[src/rtl/mbs_pkg.sv]
// shared types, codes and functions for the modbus master command sequencer
package mbs_pkg;

  localparam int QUEUE_DEPTH_DEF = 8;
  localparam int MAX_FRAME_DEF   = 256;

  localparam int CMD_W   = 3;
  localparam int CFG_W   = 16;
  localparam int CFG_IDX_W = 1;

  // input modes
  localparam logic [1:0] MODE_ENQ  = 2'd0;
  localparam logic [1:0] MODE_TICK = 2'd1;
  localparam logic [1:0] MODE_BYTE = 2'd2;

  // event kinds
  localparam logic [2:0] EV_NONE    = 3'd0;
  localparam logic [2:0] EV_ISSUED  = 3'd1;
  localparam logic [2:0] EV_ACCEPT  = 3'd2;
  localparam logic [2:0] EV_REJECT  = 3'd3;
  localparam logic [2:0] EV_TIMEOUT = 3'd4;

  // ui status codes
  localparam logic [1:0] UI_NONE    = 2'd0;
  localparam logic [1:0] UI_SENDING = 2'd1;
  localparam logic [1:0] UI_DONE    = 2'd2;
  localparam logic [1:0] UI_FAIL    = 2'd3;

  // configuration register indexes
  localparam logic [CFG_IDX_W-1:0] REG_TIMEOUT = 1'd0;
  localparam logic [CFG_IDX_W-1:0] REG_SLAVE   = 1'd1;

  // frame constants
  localparam logic [7:0]  FC_READ    = 8'h03;
  localparam logic [7:0]  FC_WRITE   = 8'h10;
  localparam logic [CMD_W-1:0] LAST_READ_CMD = 3'd2;
  localparam int          MIN_FRAME  = 5;
  localparam int          HEAD_LEN   = 3;
  localparam logic [15:0] CRC_INIT   = 16'hFFFF;
  localparam logic [15:0] CRC_POLY   = 16'hA001;
  localparam logic [15:0] WAIT_MAX   = 16'hFFFF;
  localparam logic [15:0] TIMEOUT_RST = 16'd1000;
  localparam logic [7:0]  SLAVE_RST  = 8'd1;

  typedef struct packed {
    logic [1:0]       mode;
    logic [CMD_W-1:0] cmd_code;
    logic [7:0]       rx_byte;
    logic             rx_last;
  } in_item_t;

  typedef struct packed {
    logic [2:0]       event_kind;
    logic [CMD_W-1:0] event_cmd;
    logic [1:0]       ui_status;
    logic             enqueue_dropped;
    logic [3:0]       queue_level;
  } out_item_t;

  // queue control from the sequencer
  typedef struct packed {
    logic             push;
    logic             pop;
    logic [CMD_W-1:0] cmd;
  } q_ctl_t;

  // queue status back to the sequencer
  typedef struct packed {
    logic full;
    logic empty;
  } q_stat_t;

  // bytewise modbus crc-16, reflected
  function automatic logic [15:0] crc16_byte(input logic [15:0] crc, input logic [7:0] b);
    logic [15:0] c;
    c = crc ^ {8'h00, b};
    for (int i = 0; i < 8; i++) begin
      if (c[0]) begin
        c = (c >> 1) ^ CRC_POLY;
      end else begin
        c = c >> 1;
      end
    end
    return c;
  endfunction

  // byte count expected in a read response
  function automatic logic [7:0] read_byte_count(input logic [CMD_W-1:0] cmd);
    logic [7:0] n;
    case (cmd)
      3'd0:    n = 8'd12;
      3'd1:    n = 8'd8;
      default: n = 8'd2;
    endcase
    return n;
  endfunction

endpackage

[src/rtl/mbs_cmd_queue.sv]
// ring queue of pending command codes with a registered head read
module mbs_cmd_queue #(
  parameter int QUEUE_DEPTH = mbs_pkg::QUEUE_DEPTH_DEF,
  parameter int LVL_W       = $clog2(QUEUE_DEPTH + 1)
) (
  input  logic                         clk,
  input  logic                         rst_n,
  input  mbs_pkg::q_ctl_t              ctl,
  output mbs_pkg::q_stat_t             stat,
  output logic [mbs_pkg::CMD_W-1:0]    head_cmd,
  output logic [LVL_W-1:0]             fill_level
);
  import mbs_pkg::*;

  localparam int PTR_W = (QUEUE_DEPTH > 1) ? $clog2(QUEUE_DEPTH) : 1;

  logic [CMD_W-1:0] mem [QUEUE_DEPTH];
  logic [CMD_W-1:0] head_r;
  logic [PTR_W-1:0] rd_ptr_r, rd_ptr_nxt;
  logic [PTR_W-1:0] wr_ptr_r, wr_ptr_nxt;
  logic [LVL_W-1:0] fill_r, fill_nxt;

  function automatic logic [PTR_W-1:0] ptr_inc(input logic [PTR_W-1:0] p);
    return (p == PTR_W'(QUEUE_DEPTH - 1)) ? '0 : p + 1'b1;
  endfunction

  always_comb begin
    rd_ptr_nxt = rd_ptr_r;
    wr_ptr_nxt = wr_ptr_r;
    fill_nxt   = fill_r;
    if (ctl.push) begin
      wr_ptr_nxt = ptr_inc(wr_ptr_r);
      fill_nxt   = fill_r + 1'b1;
    end else if (ctl.pop) begin
      rd_ptr_nxt = ptr_inc(rd_ptr_r);
      fill_nxt   = fill_r - 1'b1;
    end
  end

  always_ff @(posedge clk) begin
    if (!rst_n) begin
      rd_ptr_r <= '0;
      wr_ptr_r <= '0;
      fill_r   <= '0;
    end else begin
      rd_ptr_r <= rd_ptr_nxt;
      wr_ptr_r <= wr_ptr_nxt;
      fill_r   <= fill_nxt;
    end
  end

  // head register follows the next read pointer, with write bypass
  always_ff @(posedge clk) begin
    if (ctl.push) begin
      mem[wr_ptr_r] <= ctl.cmd;
    end
    if (ctl.push && (wr_ptr_r == rd_ptr_nxt)) begin
      head_r <= ctl.cmd;
    end else begin
      head_r <= mem[rd_ptr_nxt];
    end
  end

  assign head_cmd   = head_r;
  assign fill_level = fill_r;
  assign stat.full  = (fill_r == LVL_W'(QUEUE_DEPTH));
  assign stat.empty = (fill_r == '0);

endmodule

[src/rtl/modbus_master_command_sequencer.sv]
// top level of the modbus master command sequencer
// One item is taken per clock while the result register is free or draining.
// Each item goes through an input register and then the logic that updates
// the queue, the command state and the receive crc, landing in the result
// register, for a sustained rate of one item per cycle while out_ready holds.
// That rate is set by the state update, where the bytewise crc-16 and the
// queue pointer step both sit. The command queue is a small memory with a
// registered head read; it needs no clearing pass after reset. Every item
// yields exactly one result item; event_kind none marks items that caused
// nothing. The input stage keeps accepting while a result waits, as long as
// the result register can drain in the same cycle.
module modbus_master_command_sequencer #(
  parameter int QUEUE_DEPTH = mbs_pkg::QUEUE_DEPTH_DEF,
  parameter int MAX_FRAME   = mbs_pkg::MAX_FRAME_DEF
) (
  input  logic                              clk,
  input  logic                              rst_n,
  // input channel
  input  logic                              in_valid,
  output logic                              in_ready,
  input  mbs_pkg::in_item_t                 in_data,
  // result channel
  output logic                              out_valid,
  input  logic                              out_ready,
  output mbs_pkg::out_item_t                out_data,
  // configuration write port
  input  logic                              cfg_we,
  input  logic [mbs_pkg::CFG_IDX_W-1:0]     cfg_index,
  input  logic [mbs_pkg::CFG_W-1:0]         cfg_wdata
);
  import mbs_pkg::*;

  localparam int LVL_W  = $clog2(QUEUE_DEPTH + 1);
  localparam int FLEN_W = $clog2(MAX_FRAME + 2);

  // config registers
  logic [15:0] timeout_r;
  logic [7:0]  slave_r;

  // input stage
  logic        s1_valid_r;
  in_item_t    s1_item_r;
  logic        advance;

  // result register
  logic        out_valid_r;
  out_item_t   out_data_r;
  out_item_t   res;

  // command and receive state
  logic              busy_r, busy_nxt;
  logic [CMD_W-1:0]  active_r, active_nxt;
  logic [15:0]       wait_r, wait_nxt;
  logic [15:0]       crc_r, crc_nxt;
  logic [FLEN_W-1:0] flen_r, flen_nxt;
  logic [7:0]        head_r [HEAD_LEN];
  logic [7:0]        head_nxt [HEAD_LEN];

  // queue link
  q_ctl_t            q_ctl;
  q_stat_t           q_stat;
  logic [CMD_W-1:0]  q_head;
  logic [LVL_W-1:0]  q_fill;
  logic [LVL_W-1:0]  lvl_after;

  logic [15:0]       wait_inc;
  logic              frame_ok;
  logic              is_write;

  mbs_cmd_queue #(
    .QUEUE_DEPTH (QUEUE_DEPTH),
    .LVL_W       (LVL_W)
  ) u_queue (
    .clk        (clk),
    .rst_n      (rst_n),
    .ctl        (q_ctl),
    .stat       (q_stat),
    .head_cmd   (q_head),
    .fill_level (q_fill)
  );

  // handshake: the stage moves when the result register is free or draining
  assign advance   = s1_valid_r && (!out_valid_r || out_ready);
  assign in_ready  = !s1_valid_r || advance;
  assign out_valid = out_valid_r;
  assign out_data  = out_data_r;

  // config writes
  always_ff @(posedge clk) begin
    if (!rst_n) begin
      timeout_r <= TIMEOUT_RST;
      slave_r   <= SLAVE_RST;
    end else if (cfg_we) begin
      case (cfg_index)
        REG_TIMEOUT: timeout_r <= cfg_wdata;
        REG_SLAVE:   slave_r   <= cfg_wdata[7:0];
        default:     ;
      endcase
    end
  end

  // item processing
  always_comb begin
    busy_nxt   = busy_r;
    active_nxt = active_r;
    wait_nxt   = wait_r;
    crc_nxt    = crc_r;
    flen_nxt   = flen_r;
    for (int i = 0; i < HEAD_LEN; i++) begin
      head_nxt[i] = head_r[i];
    end
    q_ctl.push = 1'b0;
    q_ctl.pop  = 1'b0;
    q_ctl.cmd  = s1_item_r.cmd_code;
    res        = '0;
    wait_inc   = (wait_r != WAIT_MAX) ? wait_r + 16'd1 : wait_r;
    frame_ok   = 1'b0;
    is_write   = (active_r > LAST_READ_CMD);

    case (s1_item_r.mode)
      MODE_ENQ: begin
        if (q_stat.full) begin
          res.enqueue_dropped = 1'b1;
        end else begin
          q_ctl.push = 1'b1;
        end
      end
      MODE_TICK: begin
        if (busy_r) begin
          wait_nxt = wait_inc;
          if (wait_inc >= timeout_r) begin
            // response never came
            busy_nxt       = 1'b0;
            crc_nxt        = CRC_INIT;
            flen_nxt       = '0;
            for (int i = 0; i < HEAD_LEN; i++) begin
              head_nxt[i] = '0;
            end
            res.event_kind = EV_TIMEOUT;
            res.event_cmd  = active_r;
            res.ui_status  = is_write ? UI_FAIL : UI_NONE;
          end
        end else if (!q_stat.empty) begin
          // issue the oldest queued command
          q_ctl.pop      = 1'b1;
          active_nxt     = q_head;
          busy_nxt       = 1'b1;
          wait_nxt       = '0;
          crc_nxt        = CRC_INIT;
          flen_nxt       = '0;
          for (int i = 0; i < HEAD_LEN; i++) begin
            head_nxt[i] = '0;
          end
          res.event_kind = EV_ISSUED;
          res.event_cmd  = q_head;
          res.ui_status  = (q_head > LAST_READ_CMD) ? UI_SENDING : UI_NONE;
        end
      end
      MODE_BYTE: begin
        if (busy_r) begin
          if (flen_r < FLEN_W'(MAX_FRAME)) begin
            crc_nxt = crc16_byte(crc_r, s1_item_r.rx_byte);
            if (flen_r < FLEN_W'(HEAD_LEN)) begin
              head_nxt[flen_r[1:0]] = s1_item_r.rx_byte;
            end
            flen_nxt = flen_r + 1'b1;
          end else begin
            // overlong frame, held past the limit so it fails the check
            flen_nxt = FLEN_W'(MAX_FRAME + 1);
          end
          if (s1_item_r.rx_last) begin
            frame_ok = (flen_nxt >= FLEN_W'(MIN_FRAME)) &&
                       (flen_nxt <= FLEN_W'(MAX_FRAME)) &&
                       (crc_nxt == 16'h0000) &&
                       (head_nxt[0] == slave_r) &&
                       (is_write ? (head_nxt[1] == FC_WRITE)
                                 : ((head_nxt[1] == FC_READ) &&
                                    (head_nxt[2] == read_byte_count(active_r))));
            res.event_kind = frame_ok ? EV_ACCEPT : EV_REJECT;
            res.event_cmd  = active_r;
            res.ui_status  = is_write ? (frame_ok ? UI_DONE : UI_FAIL) : UI_NONE;
            busy_nxt       = 1'b0;
            crc_nxt        = CRC_INIT;
            flen_nxt       = '0;
            for (int i = 0; i < HEAD_LEN; i++) begin
              head_nxt[i] = '0;
            end
          end
        end
      end
      default: ;
    endcase

    // queue hold-back only moves when the stage advances
    q_ctl.push = q_ctl.push && advance;
    q_ctl.pop  = q_ctl.pop && advance;

    // level after this item
    if (q_ctl.push) begin
      lvl_after = q_fill + 1'b1;
    end else if (q_ctl.pop) begin
      lvl_after = q_fill - 1'b1;
    end else begin
      lvl_after = q_fill;
    end
    res.queue_level = 4'(lvl_after);
  end

  // input stage register
  always_ff @(posedge clk) begin
    if (!rst_n) begin
      s1_valid_r <= 1'b0;
    end else if (in_valid && in_ready) begin
      s1_valid_r <= 1'b1;
    end else if (advance) begin
      s1_valid_r <= 1'b0;
    end
  end

  always_ff @(posedge clk) begin
    if (in_valid && in_ready) begin
      s1_item_r <= in_data;
    end
  end

  // result register
  always_ff @(posedge clk) begin
    if (!rst_n) begin
      out_valid_r <= 1'b0;
    end else if (advance) begin
      out_valid_r <= 1'b1;
    end else if (out_ready) begin
      out_valid_r <= 1'b0;
    end
  end

  always_ff @(posedge clk) begin
    if (advance) begin
      out_data_r <= res;
    end
  end

  // command and receive state
  always_ff @(posedge clk) begin
    if (!rst_n) begin
      busy_r   <= 1'b0;
      active_r <= '0;
      wait_r   <= '0;
      crc_r    <= CRC_INIT;
      flen_r   <= '0;
      for (int i = 0; i < HEAD_LEN; i++) begin
        head_r[i] <= '0;
      end
    end else if (advance) begin
      busy_r   <= busy_nxt;
      active_r <= active_nxt;
      wait_r   <= wait_nxt;
      crc_r    <= crc_nxt;
      flen_r   <= flen_nxt;
      for (int i = 0; i < HEAD_LEN; i++) begin
        head_r[i] <= head_nxt[i];
      end
    end
  end

endmodule

[config.mk]
export PLATFORM = sky130hd
export DESIGN_NAME = modbus_master_command_sequencer
export DESIGN_NICKNAME = d
export VERILOG_FILES = /design/src/rtl/mbs_pkg.sv /design/src/rtl/mbs_cmd_queue.sv /design/src/rtl/modbus_master_command_sequencer.sv
export SDC_FILE = /design/constraint.sdc
export NUM_CORES = 1
export LEC_CHECK = 0
export BUFFER_PORTS_ARGS = -buffer_cell sky130_fd_sc_hd__buf_4
export CORE_ASPECT_RATIO = 1.4
export CORE_MARGIN = 5
export CORE_UTILIZATION = 28
export DETAILED_ROUTE_END_ITERATION = 6
export GPL_ROUTABILITY_DRIVEN = 0
export PLACE_DENSITY_LB_ADDON = 0.25
export SLEW_MARGIN = 10
export SYNTH_ARGS = -nofsm -noshare
export SYNTH_HDL_FRONTEND = slang
export SYNTH_SLANG_ARGS = --single-unit
export TNS_END_PERCENT = 100
[constraint.sdc]
create_clock -name clk -period 13.33 [get_ports clk]
set_input_delay 0.6665 -clock clk [delete_from_list [all_inputs] [get_ports clk]]
set_output_delay 0.6665 -clock clk [all_outputs]
set_load 0.1 [all_outputs]
======== After elaboration in Yosys (flattened, before gate mapping) ========
Memory sizes are Yosys's and may differ from the RTL's. A register that Yosys moved wholly into a read port is not among the register bits.
Index checks and enable logic that the tools add are counted.
W data, S select, Z words.
word-level totals
  flip-flop bits (word level) ............. 108
  memory bits (writable) .................. 48
  output and inout bits ................... 15
  word-level logic and storage cells ...... 205
  memories ................................ 2
operators by class
  add/sub/neg operators ................... 6
  order comparisons ....................... 9
  equality and inequality tests ........... 15
  mux-type cells .......................... 109
  bitwise operators ....................... 16
  reductions and logical operators ........ 27
memory list
  memory       depth  bits a word  rd ports  clocked after Yosys merged registers in  wr ports  line                                   RTL
  head_r       3      8            3         0                                        3         modbus_master_command_sequencer.sv:56  logic [7:0] head_r [HEAD_LEN];
  u_queue.mem  8      3            1         1                                        1         mbs_cmd_queue.sv:17                    logic [CMD_W-1:0] mem [QUEUE_DEPTH];
operators with widths
  cell                     count
  $mux W16                 40
  $mux W24                 9
  $mux W8                  9
  $mux W9                  8
  $pmux W24 S2             1
  $pmux W16 S2             1
  $not A2 Y3               9
  $bwmux W24               1
  $mux W1                  24
  $pmux W9 S2              1
  $add A16 B1 Y16 const B  1
  $demux W8 S2             1
  $eq A8 B8 Y1             2
  $ge A16 B16 Y1           1
  $logic_not A16 Y1        1
  $ne A16 B16 Y1 const B   1
  $pmux W8 S2              1
  $xor A16 B8 Y16          1
  $mux W7                  2
  $mux W3                  4
  $logic_and A1 B1 Y1      10
  $add A9 B1 Y9 const B    1
  $ge A9 B3 Y1 const B     1
  $le A9 B9 Y1 const B     1
  34 further kinds         51

======== Depth between registers and ports, before layout ========
Gate-level depths: netlist of the first run.
  word-level depth ........................ 50
  gate-level depth with buffers ........... 17
  gate-level depth less buffers ........... 15

======== Modules after synthesis ========
Synthesis of the first run repeated with hierarchy kept, for this count alone.
second synthesis, totals
  cell total of the unflattened synthesis .. 848
  area total of the unflattened synthesis .. 8429.3 sq um
modules (own cells, without submodules)
  module                           times used  cells each  area each (sq um)  seq. area each (sq um)
  modbus_master_command_sequencer  1           742         6830.3             2952.8
  mbs_cmd_queue                    1           106         1599.0             980.9

======== Least setup slack after synthesis of the first run ========
No wires, ideal clock.
  path type ............................... register -> register
  start point ............................. reg wait_r[0] (netlist name)
  end point ............................... mem head_r[0][0] (enable)
  library setup time ...................... 430 ps
  arrival ................................. 3884 ps
  required time ........................... 12900 ps
  slack ................................... 9016 ps
  cell stages (with the launch flop) ...... 17
  buffers on the path ..................... 3
  period minus slack after synthesis ...... 4314 ps
  path through ............................ dfxtp_1 ha_1 and3_1 nand4_1 clkbuf_1 nand3_1 xnor2_1 ha_1 a211o_1 a21oi_1 o21ai_1 a41oi_1 o2111a_1 or2_1 clkbuf_1 clkbuf_1 nand2_1
RTL lines
  item              line
  end: declaration  modbus_master_command_sequencer.sv:56

==> results of run 1 <==
[metrics by stage]
| step | hold WS [ps] | power [mW] | setup WS (ps) | util (%) |
|---|---|---|---|---|
| 2_1_floorplan | 436.3 | 0.6011 | 9016 | - |
| 3_3_place_gp | 447.6 | 0.6309 | 8094 | 30.57 |
| 3_5_place_dp | 449.2 | 0.6309 | 8031 | 30.57 |
| 4_1_cts | 389.2 | 1.123 | 8006 | 32.63 |
| 6_report | 410.1 | 1.108 | 8068 | 32.63 |
| 5_1_grt | 389.2 | 1.150 | 7623 | 32.63 |
[kinds of logic (layout without fill, tap and decap cells)]
family	Yosys count	after routing
compound gates	154	154
fa+ha+maj	30	30
mux	41	41
buf+inv	73	117
flops	159	159
xor+xnor	49	49
simple gates	324	324
[flip-flops by register name, indices dropped and copies added (netlist names), 9 cells and up, named ones only]
register,count
crc_r,16
flen_r,9
head_r,24
out_data,13
s1_item_r,11
timeout_r,16
u_queue.mem,24
wait_r,16
[layout by cell type (no fill, tap or decap), types with 8 or more instances in the layout]
cell type / instances
sky130_fd_sc_hd__a21o_1: 8
sky130_fd_sc_hd__a21oi_1: 50
sky130_fd_sc_hd__a22oi_1: 10
sky130_fd_sc_hd__and2_1: 13
sky130_fd_sc_hd__and3_1: 14
sky130_fd_sc_hd__buf_4: 55
sky130_fd_sc_hd__clkbuf_16: 20
sky130_fd_sc_hd__dfxtp_1: 84
sky130_fd_sc_hd__edfxtp_1: 75
sky130_fd_sc_hd__ha_1: 30
sky130_fd_sc_hd__inv_1: 29
sky130_fd_sc_hd__mux2i_1: 31
sky130_fd_sc_hd__nand2_1: 81
sky130_fd_sc_hd__nand2b_1: 11
sky130_fd_sc_hd__nand3_1: 30
sky130_fd_sc_hd__nand4_1: 13
sky130_fd_sc_hd__nor2_1: 94
sky130_fd_sc_hd__nor3_1: 24
sky130_fd_sc_hd__o211ai_1: 9
sky130_fd_sc_hd__o21ai_0: 14
sky130_fd_sc_hd__o21ai_1: 12
sky130_fd_sc_hd__or3_1: 8
sky130_fd_sc_hd__xnor2_1: 32
sky130_fd_sc_hd__xor2_1: 12
[critical path: stages, from the launching register on]
cell	delay, ps
sky130_fd_sc_hd__dfxtp_1	410
sky130_fd_sc_hd__and3_1	210
sky130_fd_sc_hd__and4_1	260
sky130_fd_sc_hd__nand4_1	460
sky130_fd_sc_hd__and2_1	420
sky130_fd_sc_hd__xor2_1	160
sky130_fd_sc_hd__ha_1	200
sky130_fd_sc_hd__a211o_1	290
sky130_fd_sc_hd__a21oi_1	110
sky130_fd_sc_hd__o21ai_1	90
sky130_fd_sc_hd__a41oi_1	360
sky130_fd_sc_hd__o2111a_1	280
sky130_fd_sc_hd__or2_1	620
sky130_fd_sc_hd__nand2_1	850
[power by group]
part | switching [mW] | internal [mW]
Sequential | 0.0119 | 0.523
Combinational | 0.0532 | 0.0315
Clock | 0.200 | 0.288
Total | 0.265 | 0.843
[layer usage]
layer  up-vias  routed length (um)
met2        80               10630
met4         0                 319
met3        18                 481
li1       3050                   -
met5         -                   0
met1      2934                8882
[path summary, 6_finish.rpt]
kind	startpoint	to	slack, ps	cells after the start
min	in_data[13]	s1_item_r[13]	410	1
max reg2reg	wait_r[4]	head_r[0][7]	8070	13
max	wait_r[4]	head_r[0][7]	8070	13
min reg2reg	timeout_r[13]	timeout_r[13]	460	2
[area by class of cell]
class,count,area (um^2)
Timing Repair Buffer,55,412.9
Tap cell,380,475.5
Fill cell,2980,19520
Multi-Input combinational cell,598,3924
Inverter,30,112.6
Clock inverter,6,43.79
Clock buffer,26,554.3
Sequential cell,159,3934
==> results_dict.tcl, run 1 <==
set metrics [dict create \
    synthMostInstantiatedCell "sky130_fd_sc_hd__nor2_1" \
    postSynth.topFlopCell "sky130_fd_sc_hd__dfxtp_1" \
    diodes 0 \
    clock_insertion_delay_worst_skew_ps 430 \
    synth_xor_xnor_area_share_pct 5.910 \
    post_synth_fa_ha_maj_area_fraction_pct 4.605 \
    floorplan.rows 74 \
    crit_path_start_kind "flip-flop" \
    finalSetupViolCount 0 \
    synth.mux.area_fraction_pct 6.018 \
    synth-compound-area-share_pct 12.42 \
    postPlaceCellArea_mm2 0.008859 \
    grt_overflow_total 0 \
    post_synth_and_or_nand_nor_area_fraction_pct 19.16 \
    max_cap_viol_count 0 \
    cts.repair.resized 0 \
    status "completed" \
    async_reset_ff_share_pct 0 \
    area.growth.synth_to_final_pct 16.03 \
    die-width_um 154.2 \
    detail-route-antenna-nets 0 \
    unrepaired_setup_endpoints_after_global_routing "no" \
    timing.setup.critical_path_class "flip-flop to flip-flop" \
    worstSetupEndpointType "flip-flop" \
    wl_per_cell_um 16.20 \
    grt_pass1_vias 6065 \
    cts.htree.levels 4 \
    per_instance_average_area_after_synthesis_um2 9.820 \
    share_of_yosys_cell_area_claimed_by_the_top_area_cell_type_pct 27.63 \
    antenna_violations_before_repair 0 \
    final_net_count 927 \
    largest_net_degree_at_the_start_of_global_routing 52 \
    clkSlewWorstSetupHoldPaths_ps 70 \
    first_iter_violations 348 \
    design.portCount 51 \
    synth.distinct_cells 69 \
    placed_cells_incl_taps 1222 \
    critPathArrivalTime_ps 5180 \
    synth_edf_count 75 \
    cts.hold.buffers_added 0 \
    port-buffer-count 50 \
    power.leakage_nw 3.621 \
    synthDominantAreaCellType "sky130_fd_sc_hd__edfxtp_1" \
    min_period_ps 5262 \
    clock_tree_from_tritoncts "built" \
    dp_hpwl_mm 14.68 \
    synth_top_family_by_area "simple AND/OR/NAND/NOR gates" \
    finalInstanceArea_mm2 0.009457 \
    die_area_mm2 0.03267 \
    worst_pin_slew_ps 1088 \
    vias_per_cell 4.850 \
    die_height_um 211.9 \
    totalNegativeSetupSlack_ps 0 \
    power_per_cell_area_mw_per_mm2 117.2 \
    gr-max-usage-layer "met2" \
    layout-drive-gt1-share_pct 12.24 \
    cts-root-to-sink-buffers 2 \
    detail_route.first_pass.iterations 4 \
    grt_util_met2_pct 22.99 \
    global_route.usage.met3_pct 2.127 \
    clock-sinks 159 \
    vdd.ir_drop.worst_mv 0.05573 \
    drt_wl_total_mm 20.31 \
    clock_tree.root_cell "sky130_fd_sc_hd__clkbuf_16" \
    ys.warnings.count 0 \
    timing_max_transition_violations_final 0 \
    yosys_register_bits 159 \
    fin_crit_sh_pct 39.48 \
    synth_area_mm2 0.008150 \
    timing.hold.worst.class "input pin to flip-flop" \
    global_route.usage.total_pct 12.60 \
    synthesis.instances 830 \
    first_pass_grt_wire_length_mm 32.66 \
    synth-seq-area-share_pct 48.27 \
    drc 0 \
    synth_nets 896 \
    initial_utilization_pct 28.12 \
    fmaxAchievable_ghz 0.1900 \
    ys_top_cells_by_area "sky130_fd_sc_hd__edfxtp_1 (28%), sky130_fd_sc_hd__dfxtp_1 (21%), sky130_fd_sc_hd__ha_1 (4.6%)" \
    hold_viol 0 \
    crit_path_max_fanout 25 \
    clock-skew-final_ps 11.30 \
    placeableCoreArea_mm2 0.02898 \
    total_via_count_in_the_routed_design 6082 \
    layoutNonFillerInstCount 1254 \
    worst_slew_margin_rel_pct 27.32 \
    cts_inserted_buffers 17 \
    cts_setup_buffers 0 \
    use_met1_pct 15.03 \
    critPathRequiredTime_ps 13240 \
    synth.top_cells.by_count "sky130_fd_sc_hd__nor2_1 (94), sky130_fd_sc_hd__dfxtp_1 (84), sky130_fd_sc_hd__nand2_1 (81), sky130_fd_sc_hd__edfxtp_1 (75), sky130_fd_sc_hd__a21oi_1 (50)" \
]
Power figures use the tool's default switching activity.
==> run 2: changes to the inputs <==
==> constraint.sdc (replaced) <==
create_clock -name clk -period 5.5 [get_ports clk]
set_input_delay 0.275 -clock clk [delete_from_list [all_inputs] [get_ports clk]]
set_output_delay 0.275 -clock clk [all_outputs]
set_load 0.1 [all_outputs]
==> run 2 against run 1 <==
Net effect:
- total power increased by 150%
- critical path depth increased by 1
- fmax increased by 17%
- routed wire length increased by 0.43%
- setup slack got worse by 7100 ps
- first-iteration DRC count increased by 34%
- worst hold slack got worse by 380 ps
- combinational power increased by 150%
- global-route usage about the same
- core utilization increased by 0.11 points
- via count increased by 0.76%
==> results_dict.tcl, run 2 (synthesized netlist as in run 1, its figures left out) <==
set metrics [dict create \
    status "completed" \
    cts-root-to-sink-buffers 2 \
    critPathArrivalTime_ps 4650 \
    worstSetupEndpointType "flip-flop" \
    switchingPower_mw 0.6393 \
    r2r-start "wait_r[5]" \
    die_area_mm2 0.03267 \
    min_period_ps 4505 \
    design.portCount 51 \
    drt_wl_total_mm 20.40 \
    wl_per_cell_um 16.23 \
    clock-skew-final_ps 10.01 \
    diodes 0 \
    timing.hold.worst.class "input pin to flip-flop" \
    clock_tree.root_cell "sky130_fd_sc_hd__clkbuf_16" \
    largest_net_degree_at_the_start_of_global_routing 52 \
    timing.setup.critical_path_class "flip-flop to flip-flop" \
    port-buffer-count 50 \
    global_route.usage.total_pct 12.60 \
    grt_pass1_vias 6090 \
    layout_top_registers "head_r x24, u_queue.mem x24" \
    hold_viol 0 \
    layout-drive-gt1-share_pct 12.09 \
    final_net_count 930 \
    finalInstanceArea_mm2 0.009489 \
    vdd.ir_drop.worst_mv 0.1565 \
    antenna_violations_before_repair 0 \
    unrepaired_setup_endpoints_after_global_routing "no" \
    fin_crit_sh_pct 81.91 \
    power_per_cell_area_mw_per_mm2 286.6 \
    worst_setup_path_start "wait_r[5]" \
    crit_path_start_kind "flip-flop" \
    floorplan.rows 74 \
    max_cap_viol_count 0 \
    placeableCoreArea_mm2 0.02898 \
    finalSetupViolCount 0 \
    r2r_setup_slack_ps 1000 \
    cts.htree.levels 4 \
    drc 0 \
    critPathRequiredTime_ps 5640 \
    detail_route.first_pass.iterations 5 \
    crit_end "head_r[0][6]" \
    detail-route-antenna-nets 0 \
    clockPowerShare_pct 44.7 \
    initial_utilization_pct 28.12 \
    cts_inserted_buffers 17 \
    vias_per_cell 4.875 \
    worst_pin_slew_ps 918.4 \
    total_via_count_in_the_routed_design 6128 \
    postPlaceCellArea_mm2 0.008874 \
    area.growth.synth_to_final_pct 16.43 \
    clock_tree_from_tritoncts "built" \
    totalNegativeSetupSlack_ps 0 \
    power.leakage_nw 3.629 \
    timing.hold.worst_path_depth 1 \
    clock-sinks 159 \
    crit_path_max_fanout 25 \
    grt_overflow_total 0 \
    internal_power_mw 2.080 \
    die_height_um 211.9 \
    seq_power_share_pct 47.6 \
    power.total_mw 2.719 \
    clkSlewWorstSetupHoldPaths_ps 70 \
    worst_slew_margin_rel_pct 38.77 \
    clock_insertion_delay_worst_skew_ps 420 \
    r2r_cells 14 \
    final_common_cell "sky130_fd_sc_hd__nor2_1" \
    nFillCells 2976 \
    r2r-end "head_r[0][6]" \
    power.share.combinational_pct 7.7 \
    most_used_cells_in_the_layout_excluding_fill_and_tap_cells "sky130_fd_sc_hd__nor2_1 (94), sky130_fd_sc_hd__dfxtp_1 (84), sky130_fd_sc_hd__nand2_1 (81)" \
    first_iter_violations 466 \
    cts_setup_buffers 0 \
    dp_hpwl_mm 14.84 \
    timing_max_transition_violations_final 0 \
    swShare_pct 23.51 \
    fmaxAchievable_ghz 0.2220 \
    die-width_um 154.2 \
    first_pass_grt_wire_length_mm 32.54 \
]
run 2: cell count changes in the layout (fill, tap and decap cells not counted), sizes merged:
cell / delta
clkbuf: -2
clkinv: -1
dlygate4sd3: +1
clkinvlp: +1
bufinv: +2
buf: +2
run 2: metal layers:
metal | global-route usage (%) | vias up | part of all wire (%)
li1 | - | 3054 | -
met1 | 14.27 | 2930 | 41
met2 | 23.42 | 121 | 53
met3 | 3.067 | 23 | 4.1
met4 | 3.534 | 0 | 1.5
met5 | 0 | - | 0
run 2: critical path, cell delays in order, from the launching register on:
cell                       delay (ps)
sky130_fd_sc_hd__dfxtp_1          410
sky130_fd_sc_hd__and3_1           220
sky130_fd_sc_hd__and4_1           260
sky130_fd_sc_hd__nand4_1          430
sky130_fd_sc_hd__and2_1           410
sky130_fd_sc_hd__xor2_1           170
sky130_fd_sc_hd__ha_1             210
sky130_fd_sc_hd__a211o_1          290
sky130_fd_sc_hd__a21oi_1          100
sky130_fd_sc_hd__o21ai_1           90
sky130_fd_sc_hd__a41oi_1          370
sky130_fd_sc_hd__o2111a_1         290
sky130_fd_sc_hd__or2_1            580
sky130_fd_sc_hd__nand2_1          110
sky130_fd_sc_hd__buf_4            260
run 2: layout make-up:
type / count / area, um^2 / area share (%)
Clock inverter: 8 / 101.3 / 1.068
Multi-Input combinational cell: 598 / 3924 / 41.35
Clock buffer: 24 / 504.2 / 5.314
Sequential cell: 159 / 3934 / 41.46
Tap cell: 380 / 475.5 / 5.011
Timing Repair Buffer: 58 / 437.9 / 4.615
Inverter: 30 / 112.6 / 1.187
run 2: timing repair:
item | 4_1_cts | 5_1_grt
resized for setup | 0 | 0
hold buffers | 0 | 1
endpoints found under the hold margin | 0 | 1
run 2: per-stage QoR:
stage                     worst slack [ps]  util (%)  instances  hold WS (ps)
final                                995.0     32.74       1257         29.75
after global placement                1042     30.62       1224         446.2
after detailed placement             981.2     30.62       1224         447.9
after CTS                            954.3     32.71       1256         6.829
after floorplan                       1186         -        830         373.9
after global routing                 601.5     32.74       1257        0.4863
run 2: power groups by stage:
stage                     sequential, mW  combinational [mW]  clock (mW)
after floorplan                     1.34               0.121           0
after CTS                           1.30               0.212        1.25
after global routing                1.30               0.229        1.30
after detailed placement            1.32               0.210           0
final                               1.30               0.209        1.21
after global placement              1.32               0.210           0
run 2: worst min-delay path by stage:
stage,start,to,slack (ps)
global placement,timeout_r[14],timeout_r[14],450
floorplan,in_data[9],q_ctl[0],370
global route,in_data[3],s1_item_r[3],0.5
CTS,in_data[9],q_ctl[0],7
finish,in_data[9],q_ctl[0],30
detailed placement,timeout_r[10],timeout_r[10],450
